===== config.mk =====
export PLATFORM = sky130hd
export DESIGN_NAME = bitmap_glyph_pixel_expander
export DESIGN_NICKNAME = d
export VERILOG_FILES = /design/src/rtl/core/bgpe_pkg.sv /design/src/rtl/core/bgpe_fifo.sv /design/src/rtl/core/bgpe_front.sv /design/src/rtl/core/bgpe_back.sv /design/src/rtl/core/bitmap_glyph_pixel_expander.sv
export SDC_FILE = /design/constraint.sdc
export NUM_CORES = 1
export LEC_CHECK = 0
export BUFFER_PORTS_ARGS = -buffer_cell sky130_fd_sc_hd__buf_2
export CAP_MARGIN = 20
export CORE_MARGIN = 10
export CORE_UTILIZATION = 50
export DETAILED_ROUTE_END_ITERATION = 8
export GPL_ROUTABILITY_DRIVEN = 0
export HOLD_SLACK_MARGIN = 0.03
export PLACE_DENSITY_LB_ADDON = 0.3
export SETUP_SLACK_MARGIN = 0.3
export SLEW_MARGIN = 0
export SYNTH_ARGS = -nofsm -noshare
export SYNTH_HDL_FRONTEND = slang
export SYNTH_SLANG_ARGS = --single-unit

===== constraint.sdc =====
create_clock -name clk_i -period 12.19 [get_ports clk_i]
set_input_delay 1.8285 -clock clk_i [delete_from_list [all_inputs] [get_ports clk_i]]
set_output_delay 1.8285 -clock clk_i [all_outputs]
set_load 0.02 [all_outputs]

===== src/rtl/core/bgpe_pkg.sv =====
// Shared types and constants of the bitmap glyph pixel expander.
// Used by every module in rtl/core; depends on nothing.
package bgpe_pkg;

  localparam int MAX_FONT_WIDTH  = 32;
  localparam int MAX_FONT_HEIGHT = 32;
  localparam int COORD_BITS      = 10;
  localparam int DIM_BITS        = 6;
  localparam int POS_BITS        = 5;
  localparam int COLOR_BITS      = 16;
  localparam int BYTE_BITS       = 8;
  localparam int PIX_IDX_BITS    = 3;
  localparam int CNT_BITS        = 4;
  localparam int CFG_IDX_BITS    = 2;
  localparam int CFG_DATA_BITS   = 16;
  localparam int FIFO_DEPTH      = 4;
  localparam int FIFO_AW         = $clog2(FIFO_DEPTH);

  localparam int IN_TDATA_BITS   = 32;
  localparam int OUT_TDATA_BITS  = 40;
  localparam int OUT_TUSER_BITS  = 2;

  typedef logic [COORD_BITS-1:0]   coord_t;
  typedef logic [DIM_BITS-1:0]     dim_t;
  typedef logic [POS_BITS-1:0]     pos_t;
  typedef logic [COLOR_BITS-1:0]   color_t;
  typedef logic [PIX_IDX_BITS-1:0] pix_idx_t;
  typedef logic [CNT_BITS-1:0]     cnt_t;

  typedef enum logic [CFG_IDX_BITS-1:0] {
    REG_FONT_WIDTH       = 2'd0,
    REG_FONT_HEIGHT      = 2'd1,
    REG_BACKGROUND_COLOR = 2'd2,
    REG_FOREGROUND_COLOR = 2'd3
  } cfg_reg_e;

  // One classified byte: where its first pixel lands and how many pixels it makes.
  typedef struct packed {
    logic [BYTE_BITS-1:0] glyph_byte;
    coord_t               base_x;
    coord_t               y;
    pix_idx_t             n_m1;
    logic                 glyph_end;
  } rec_t;

  typedef struct packed {
    logic full;
    logic empty;
  } fifo_stat_t;

endpackage


===== src/rtl/core/bgpe_fifo.sv =====
// Short register queue between the front and back parts of the expander.
// Depends on bgpe_pkg.
module bgpe_fifo (
  input  logic                 clk_i,
  input  logic                 rst_ni,
  input  logic                 push_i,
  input  bgpe_pkg::rec_t       push_rec_i,
  input  logic                 pop_i,
  output bgpe_pkg::rec_t       head_o,
  output bgpe_pkg::fifo_stat_t stat_o
);

  bgpe_pkg::rec_t                 mem_q [bgpe_pkg::FIFO_DEPTH];
  logic [bgpe_pkg::FIFO_AW-1:0]   wr_ptr_q, rd_ptr_q;
  logic [bgpe_pkg::FIFO_AW:0]     count_q;
  logic                           do_push, do_pop;

  assign stat_o.full  = (count_q == (bgpe_pkg::FIFO_AW + 1)'(bgpe_pkg::FIFO_DEPTH));
  assign stat_o.empty = (count_q == '0);
  assign do_push      = push_i && !stat_o.full;
  assign do_pop       = pop_i && !stat_o.empty;
  assign head_o       = mem_q[rd_ptr_q];

  always_ff @(posedge clk_i) begin
    if (do_push) begin
      mem_q[wr_ptr_q] <= push_rec_i;
    end
  end

  always_ff @(posedge clk_i or negedge rst_ni) begin
    if (!rst_ni) begin
      wr_ptr_q <= '0;
      rd_ptr_q <= '0;
      count_q  <= '0;
    end else begin
      if (do_push) wr_ptr_q <= wr_ptr_q + 1'b1;
      if (do_pop)  rd_ptr_q <= rd_ptr_q + 1'b1;
      if (do_push && !do_pop) begin
        count_q <= count_q + 1'b1;
      end else if (do_pop && !do_push) begin
        count_q <= count_q - 1'b1;
      end
    end
  end

endmodule


===== src/rtl/core/bgpe_front.sv =====
// Front part: tracks the pen and glyph position and classifies each byte.
// Depends on bgpe_pkg.
module bgpe_front (
  input  logic                                clk_i,
  input  logic                                rst_ni,
  input  logic                                accept_i,
  input  logic [bgpe_pkg::BYTE_BITS-1:0]      glyph_byte_i,
  input  logic                                string_start_i,
  input  bgpe_pkg::coord_t                    start_x_i,
  input  bgpe_pkg::coord_t                    start_y_i,
  input  bgpe_pkg::dim_t                      font_width_i,
  input  bgpe_pkg::dim_t                      font_height_i,
  output bgpe_pkg::rec_t                      rec_o
);

  bgpe_pkg::pos_t   column_base_q, column_base_d;
  bgpe_pkg::pos_t   row_index_q, row_index_d;
  bgpe_pkg::coord_t pen_x_q, pen_x_d;
  bgpe_pkg::coord_t pen_y_q, pen_y_d;

  bgpe_pkg::dim_t   w, h, col0, col1, row0, row1, row2, rem, col3, row_nxt;
  bgpe_pkg::coord_t px0, px1, py0;
  bgpe_pkg::cnt_t   n;

  always_comb begin
    // Zero counts as one, anything above the maximum as the maximum.
    if (font_width_i == '0) begin
      w = bgpe_pkg::dim_t'(1);
    end else if (font_width_i > bgpe_pkg::dim_t'(bgpe_pkg::MAX_FONT_WIDTH)) begin
      w = bgpe_pkg::dim_t'(bgpe_pkg::MAX_FONT_WIDTH);
    end else begin
      w = font_width_i;
    end
    if (font_height_i == '0) begin
      h = bgpe_pkg::dim_t'(1);
    end else if (font_height_i > bgpe_pkg::dim_t'(bgpe_pkg::MAX_FONT_HEIGHT)) begin
      h = bgpe_pkg::dim_t'(bgpe_pkg::MAX_FONT_HEIGHT);
    end else begin
      h = font_height_i;
    end

    if (string_start_i) begin
      px0  = start_x_i;
      py0  = start_y_i;
      col0 = '0;
      row0 = '0;
    end else begin
      px0  = pen_x_q;
      py0  = pen_y_q;
      col0 = bgpe_pkg::dim_t'(column_base_q);
      row0 = bgpe_pkg::dim_t'(row_index_q);
    end

    // The font may have shrunk since the last byte; finish the row or glyph first.
    if (col0 >= w) begin
      col1 = '0;
      row1 = row0 + 1'b1;
    end else begin
      col1 = col0;
      row1 = row0;
    end
    if (row1 >= h) begin
      row2 = '0;
      px1  = px0 + bgpe_pkg::coord_t'(w);
    end else begin
      row2 = row1;
      px1  = px0;
    end

    rem  = w - col1;
    n    = (rem > bgpe_pkg::dim_t'(bgpe_pkg::BYTE_BITS)) ?
           bgpe_pkg::cnt_t'(bgpe_pkg::BYTE_BITS) : bgpe_pkg::cnt_t'(rem);
    col3 = col1 + bgpe_pkg::dim_t'(n);
    row_nxt = row2 + 1'b1;

    rec_o.glyph_byte = glyph_byte_i;
    rec_o.base_x     = px1 + bgpe_pkg::coord_t'(col1);
    rec_o.y          = py0 + bgpe_pkg::coord_t'(row2);
    rec_o.n_m1       = bgpe_pkg::pix_idx_t'(n - 1'b1);
    rec_o.glyph_end  = (col3 == w) && (row_nxt == h);

    column_base_d = column_base_q;
    row_index_d   = row_index_q;
    pen_x_d       = pen_x_q;
    pen_y_d       = pen_y_q;
    if (accept_i) begin
      pen_y_d = py0;
      if (col3 >= w) begin
        column_base_d = '0;
        if (row_nxt >= h) begin
          row_index_d = '0;
          pen_x_d     = px1 + bgpe_pkg::coord_t'(w);
        end else begin
          row_index_d = bgpe_pkg::pos_t'(row_nxt);
          pen_x_d     = px1;
        end
      end else begin
        column_base_d = bgpe_pkg::pos_t'(col3);
        row_index_d   = bgpe_pkg::pos_t'(row2);
        pen_x_d       = px1;
      end
    end
  end

  always_ff @(posedge clk_i or negedge rst_ni) begin
    if (!rst_ni) begin
      column_base_q <= '0;
      row_index_q   <= '0;
      pen_x_q       <= '0;
      pen_y_q       <= '0;
    end else begin
      column_base_q <= column_base_d;
      row_index_q   <= row_index_d;
      pen_x_q       <= pen_x_d;
      pen_y_q       <= pen_y_d;
    end
  end

endmodule


===== src/rtl/core/bgpe_back.sv =====
// Back part: walks the bits of the queued byte and registers one pixel per cycle while the receiver does not stall.
// Depends on bgpe_pkg.
module bgpe_back (
  input  logic                 clk_i,
  input  logic                 rst_ni,
  input  bgpe_pkg::rec_t       head_i,
  input  bgpe_pkg::fifo_stat_t stat_i,
  output logic                 pop_o,
  output bgpe_pkg::pix_idx_t   pix_idx_o,
  input  bgpe_pkg::color_t     bg_color_i,
  input  bgpe_pkg::color_t     fg_color_i,
  output logic                 out_valid_o,
  input  logic                 out_ready_i,
  output bgpe_pkg::coord_t     pixel_x_o,
  output bgpe_pkg::coord_t     pixel_y_o,
  output bgpe_pkg::color_t     pixel_color_o,
  output logic                 is_foreground_o,
  output logic                 last_of_byte_o,
  output logic                 glyph_done_o
);

  bgpe_pkg::pix_idx_t k_q, k_d;
  logic               valid_q, valid_d;
  logic               load, bit_val, last;

  assign load      = !stat_i.empty && (!valid_q || out_ready_i);
  // Bit 7 is the leftmost column, so pixel k takes bit 7 - k, which is ~k in three bits.
  assign bit_val   = head_i.glyph_byte[~k_q];
  assign last      = (k_q == head_i.n_m1);
  assign pop_o     = load && last;
  assign pix_idx_o = k_q;

  always_comb begin
    k_d     = k_q;
    valid_d = valid_q;
    if (out_ready_i) valid_d = 1'b0;
    if (load) begin
      valid_d = 1'b1;
      k_d     = last ? '0 : k_q + 1'b1;
    end
  end

  always_ff @(posedge clk_i or negedge rst_ni) begin
    if (!rst_ni) begin
      k_q     <= '0;
      valid_q <= 1'b0;
    end else begin
      k_q     <= k_d;
      valid_q <= valid_d;
    end
  end

  always_ff @(posedge clk_i) begin
    if (load) begin
      pixel_x_o       <= head_i.base_x + bgpe_pkg::coord_t'(k_q);
      pixel_y_o       <= head_i.y;
      pixel_color_o   <= bit_val ? fg_color_i : bg_color_i;
      is_foreground_o <= bit_val;
      last_of_byte_o  <= last;
      glyph_done_o    <= last && head_i.glyph_end;
    end
  end

  assign out_valid_o = valid_q;

endmodule


===== src/rtl/core/bitmap_glyph_pixel_expander.sv =====
// Top level of the bitmap glyph pixel expander: configuration registers, stream ports,
// front part, byte queue and back part. Depends on bgpe_pkg, bgpe_front, bgpe_fifo, bgpe_back.
//
// Usage: each transaction on the slave stream carries one font bitmap byte of a glyph,
// in font-table order. s_axis_tuser_i is the string-start flag; when it is set the byte
// begins a new string and the start coordinates in tdata become the pen origin.
// Each byte expands into one to eight pixel transactions on the master stream, one per
// glyph column still left in the current row, most significant bit first. A set bit
// gives the foreground color, a clear bit the background color. m_axis_tlast_o marks
// the final pixel of a glyph; m_axis_tuser_o carries the foreground flag and the
// last-pixel-of-byte flag.
// With the queue empty, a byte that is taken goes into the queue, and its first pixel is
// registered in the pixel output register as soon as that register is free.
// Throughput: one pixel per cycle while the receiver does not stall; a byte holds the
// pixel stage until all its pixels have passed the single pixel output register.
// A four-entry queue separates byte intake from pixel output, so bytes keep being taken
// while pixels wait; when the receiver stalls the output holds and the queue fills,
// and then s_axis_tready_o drops.
// Reset clears the pen, the glyph position, the queue and the output valid, and loads
// width 17, height 24, background 0x0000 and foreground 0xFFFF.
// Configuration writes take effect at once and are to be made while the block is idle.
module bitmap_glyph_pixel_expander (
  input  logic                                    clk_i,
  input  logic                                    rst_ni,
  input  logic                                    cfg_we_i,
  input  logic [bgpe_pkg::CFG_IDX_BITS-1:0]       cfg_idx_i,
  input  logic [bgpe_pkg::CFG_DATA_BITS-1:0]      cfg_data_i,
  input  logic                                    s_axis_tvalid_i,
  output logic                                    s_axis_tready_o,
  // tdata: glyph_byte [7:0], start_x [17:8], start_y [27:18], zero [31:28]
  input  logic [bgpe_pkg::IN_TDATA_BITS-1:0]      s_axis_tdata_i,
  // tuser: string_start
  input  logic                                    s_axis_tuser_i,
  output logic                                    m_axis_tvalid_o,
  input  logic                                    m_axis_tready_i,
  // tdata: pixel_x [9:0], pixel_y [19:10], pixel_color [35:20], zero [39:36]
  output logic [bgpe_pkg::OUT_TDATA_BITS-1:0]     m_axis_tdata_o,
  // tuser: is_foreground [0], last_of_byte [1]
  output logic [bgpe_pkg::OUT_TUSER_BITS-1:0]     m_axis_tuser_o,
  output logic                                    m_axis_tlast_o
);

  bgpe_pkg::dim_t       font_width_q, font_height_q;
  bgpe_pkg::color_t     bg_color_q, fg_color_q;
  bgpe_pkg::rec_t       push_rec, head;
  bgpe_pkg::fifo_stat_t stat;
  bgpe_pkg::pix_idx_t   pix_idx;
  bgpe_pkg::coord_t     pixel_x, pixel_y;
  bgpe_pkg::color_t     pixel_color;
  logic                 accept, pop, is_fg, last_of_byte, glyph_done;

  // Configuration registers.
  always_ff @(posedge clk_i or negedge rst_ni) begin
    if (!rst_ni) begin
      font_width_q  <= bgpe_pkg::dim_t'(17);
      font_height_q <= bgpe_pkg::dim_t'(24);
      bg_color_q    <= '0;
      fg_color_q    <= '1;
    end else if (cfg_we_i) begin
      case (bgpe_pkg::cfg_reg_e'(cfg_idx_i))
        bgpe_pkg::REG_FONT_WIDTH: begin
          font_width_q <= cfg_data_i[bgpe_pkg::DIM_BITS-1:0];
        end
        bgpe_pkg::REG_FONT_HEIGHT: begin
          font_height_q <= cfg_data_i[bgpe_pkg::DIM_BITS-1:0];
        end
        bgpe_pkg::REG_BACKGROUND_COLOR: begin
          bg_color_q <= cfg_data_i[bgpe_pkg::COLOR_BITS-1:0];
        end
        bgpe_pkg::REG_FOREGROUND_COLOR: begin
          fg_color_q <= cfg_data_i[bgpe_pkg::COLOR_BITS-1:0];
        end
        default: begin
        end
      endcase
    end
  end

  // A byte is taken whenever the queue has room.
  assign s_axis_tready_o = !stat.full;
  assign accept          = s_axis_tvalid_i && s_axis_tready_o;

  bgpe_front u_front (
    .clk_i          (clk_i),
    .rst_ni         (rst_ni),
    .accept_i       (accept),
    .glyph_byte_i   (s_axis_tdata_i[7:0]),
    .string_start_i (s_axis_tuser_i),
    .start_x_i      (s_axis_tdata_i[17:8]),
    .start_y_i      (s_axis_tdata_i[27:18]),
    .font_width_i   (font_width_q),
    .font_height_i  (font_height_q),
    .rec_o          (push_rec)
  );

  bgpe_fifo u_fifo (
    .clk_i      (clk_i),
    .rst_ni     (rst_ni),
    .push_i     (accept),
    .push_rec_i (push_rec),
    .pop_i      (pop),
    .head_o     (head),
    .stat_o     (stat)
  );

  bgpe_back u_back (
    .clk_i           (clk_i),
    .rst_ni          (rst_ni),
    .head_i          (head),
    .stat_i          (stat),
    .pop_o           (pop),
    .pix_idx_o       (pix_idx),
    .bg_color_i      (bg_color_q),
    .fg_color_i      (fg_color_q),
    .out_valid_o     (m_axis_tvalid_o),
    .out_ready_i     (m_axis_tready_i),
    .pixel_x_o       (pixel_x),
    .pixel_y_o       (pixel_y),
    .pixel_color_o   (pixel_color),
    .is_foreground_o (is_fg),
    .last_of_byte_o  (last_of_byte),
    .glyph_done_o    (glyph_done)
  );

  assign m_axis_tdata_o = {4'b0000, pixel_color, pixel_y, pixel_x};
  assign m_axis_tuser_o = {last_of_byte, is_fg};
  assign m_axis_tlast_o = glyph_done;

  // The end of a glyph always falls on the last pixel of a byte.
  assert property (@(posedge clk_i) disable iff (!rst_ni)
    m_axis_tvalid_o && m_axis_tlast_o |-> m_axis_tuser_o[1])
    else $error("glyph end without end of byte");

  // The bit walk never runs past the pixel count of the byte at the queue head.
  assert property (@(posedge clk_i) disable iff (!rst_ni)
    !stat.empty |-> pix_idx <= head.n_m1)
    else $error("pixel index beyond byte pixel count");

  // The bit walk sits at the first bit whenever no byte is queued.
  assert property (@(posedge clk_i) disable iff (!rst_ni)
    stat.empty |-> pix_idx == '0)
    else $error("pixel index not cleared on empty queue");

endmodule


==> reports/metrics.cfg <==
[route]
wl_per_cell_um = 18.64
drcViolationCount = 0
first_pass_iters = 5
ant_nets = 0
wl_um = 25380
vias = 7416
vias_per_cell = 5.449
dr.first_iter.drc_count = 554

[critical_path]
cpMaxStageDelayCell = buf_2
worstPathMaxFanout = 35
critical_path_buf_inv_count = 2
worst_setup_path_end_kind = flip-flop
slowest_delay_ns = 0.63
cp_top_family = simple AND/OR/NAND/NOR gates
start_kind = primary input
arrival_ns = 8.56
cp.required_ns = 12.57
worstSetupPathType = primary input to flip-flop

[timing]
maxSlewViolCount = 0
relSlewSlack_pct = 33.20
tns_ns = 0
rsz0062_at_grt = no
fin_worst_skew_ns = 0.01895
period_needed_ns = 8.182
fmax_mhz = 122.2
tightest_slew_ns = 0.9999
hold_viol_final = 0
setup_viol = 0
finalCritPeriodShare_pct = 67.12
hold_ws_ns = 0.4767
setup_ws_ns = 4.008

[place]
dpl.hpwl_um = 17890
dpl_worst_slack_ns = 3.549
post_dp_cell_area_um2 = 13460
port_buffers = 92

[cells_and_area]
final_cell_mix = edfxtp_1 (167), buf_2 (91), mux2_2 (78)
drive_gt1_share_pct = 28.52
final_area_um2 = 14290
layout_commonest_cell = edfxtp_1
multi_input_area_um2 = 5172
num_antenna_cells = 0
syn_to_final_growth_pct = 12.84
nFillCells = 1973
seq_area_um2 = 7168
fin_nets = 1143
utilization_pct = 57.08

[die]
dieHeight_um = 179.1
ios = 101
dieArea_um2 = 32090
die-width_um = 179.1
fp.coreArea_um2 = 25040
rows = 58
start_util_pct = 50.58

[global_routing]
grt.busiest_layer = met2
grt_usage_pct = 15.93
grt_overflow = 0
met1_usage_pct = 20.74
grtUsageMet3_pct = 2.696
grt_max_degree = 61
use_met2_pct = 27.39
grt_pass1_wl_um = 40820
grt_pass1_vias = 7654
antenna_found_initial = 0

[logic_synthesis]
synth_area_per_cell_um2 = 13.95
synthesis.area_um2 = 12660
synthCells = 908
synth_edf_count = 167
synthDistinctLibCells = 65
ys.flop_type = edfxtp_1
postSynth.asyncResetShare_pct = 33.73
ys_seq_area_share_pct = 56.60
synth-seq-cells = 252
yosysWarnings = 0

[clock_network]
numCtsBuffers = 26
hold_buffers = 0
htreeDepth = 1
clk_path_buf_depth = 3
clkSlewWorstSetupHoldPaths_ns = 0.06
cts_setup_buffers = 0
clock_sinks = 252
clkLatencyLatePin_ns = 0.53
root_buffer = clkbuf_16
cts-resized-gates = 0
cts_tree = done

[run_status]
status = finished clean

[pwr]
power_density_nw_per_um2 = 260.4
power.leakage_nw = 5.735
ir_drop_mv = 0.1746

[hold_path]
min_path_type = flip-flop to flip-flop

[job]
drv_cap = 0

synth_stat cells, types with 3 or more instances:
cell	count	area, µm²
edfxtp_1	167	5015
mux2_2	78	878.3
ha_1	68	850.8
nand2_1	66	247.7
dfrtp_1	65	1627
inv_1	42	157.7
nor2_1	40	150.1
mux4_2	34	765.7
o21ai_0	33	165.2
xnor2_1	32	280.3
a21oi_1	26	130.1
xor2_1	25	219.0
nor2b_1	24	150.1
dfstp_2	20	525.5
a21o_1	14	105.1
o21a_1	14	105.1
clkbuf_1	12	45.04
nor3_1	12	60.06
mux2i_1	11	110.1
nand3_1	10	50.05
mux2_4	9	135.1
and2_1	8	50.05
fa_1	8	160.2
nand2b_1	7	43.79
and3_1	6	37.54
buf_4	6	45.04
buf_1	5	18.77
o31ai_1	5	37.54
a211oi_1	4	30.03
buf_2	4	20.02
nand3b_1	3	22.52
nand4_1	3	18.77
nor4_1	3	18.77
o211ai_1	3	22.52
where the power goes:
part	internal [mW]	switching [mW]
clock	0.431	0.323
combinational	0.659	0.876
sequential	1.32	0.117
total	2.41	1.32
cell families (layout without fill, tap and decap cells):
| family | after synthesis | in the layout | share of synthesized area [%] |
|---|---|---|---|
| DFF | 252 | 252 | 56.60 |
| and+or+nand+nor | 191 | 191 | 7.252 |
| muxes | 133 | 133 | 15.10 |
| AOI/OAI and AO/OA | 124 | 124 | 6.452 |
| adders and majority gates | 76 | 76 | 7.983 |
| buffers and inverters | 74 | 194 | 2.648 |
| xor gates and xnor gates | 57 | 57 | 3.942 |
| other | 1 | 4 | 0.02961 |
per-stage QoR:
| step | std cells | power (mW) |
|---|---|---|
| after floorplan | 911 | 2.608 |
| after global placement | 1313 | 2.952 |
| after detailed placement | 1313 | 2.997 |
| after CTS | 1361 | 3.764 |
| after global routing | 1361 | 3.989 |
| final | 1361 | 3.721 |
registers in the layout, indices dropped and copies added, names as in the netlist, 3 cells and up:
signal                 count
u_back.pixel_x_o          10
bg_color_q                16
font_height_q              6
u_front.column_base_q      5
u_back.pix_idx_o           3
u_fifo.count_q             3
u_back.pixel_color_o      16
u_back.pixel_y_o          10
u_fifo.mem_q             128
u_front.row_index_q        5
fg_color_q                16
u_front.pen_x_q           10
u_front.pen_y_q           10
font_width_q               6
layout make-up:
class	count	share of cell area, %
clock buffers	36	5.236
flip-flops and latches	252	50.16
multi-input cells	585	36.20
inverters	44	1.156
well taps	330	2.889
repair buffers	102	3.765
clock inverters	12	0.5954
per-layer routing:
metal	wire [µm]	vias to the layer above	part of all wire [%]
met3	1270	24	5.0
met4	298	0	1.2
met2	12940	137	51
met1	10870	3689	43
li1	-	3566	-
met5	0	-	0
worst paths after layout:
check                                    from            endpoint  slack [ns]  cells after the start
max                            s_axis_tuser_i  u_front.pen_x_q[7]        4.01                     32
min                        u_front.pen_x_q[3]  u_front.pen_x_q[3]        0.48                      2
max reg2reg                   font_width_q[5]  u_front.pen_x_q[7]        4.42                     33
min reg2reg                u_front.pen_x_q[3]  u_front.pen_x_q[3]        0.48                      2
max in group asynchronous              rst_ni  u_front.pen_x_q[9]        9.86                      2
min in group asynchronous              rst_ni       bg_color_q[9]        1.20                      1
worst reg2reg max path: cells and delay by family, from the launching register on:
family | cells | cell delay, ns
adders and majority gates | 6 | 1.79
xor gates and xnor gates | 2 | 0.32
AOI/OAI and AO/OA | 12 | 2.08
buffers and inverters | 3 | 0.69
and+or+nand+nor | 10 | 2.11
DFF | 1 | 0.62
Note: power is estimated with default switching activity, not from simulation.
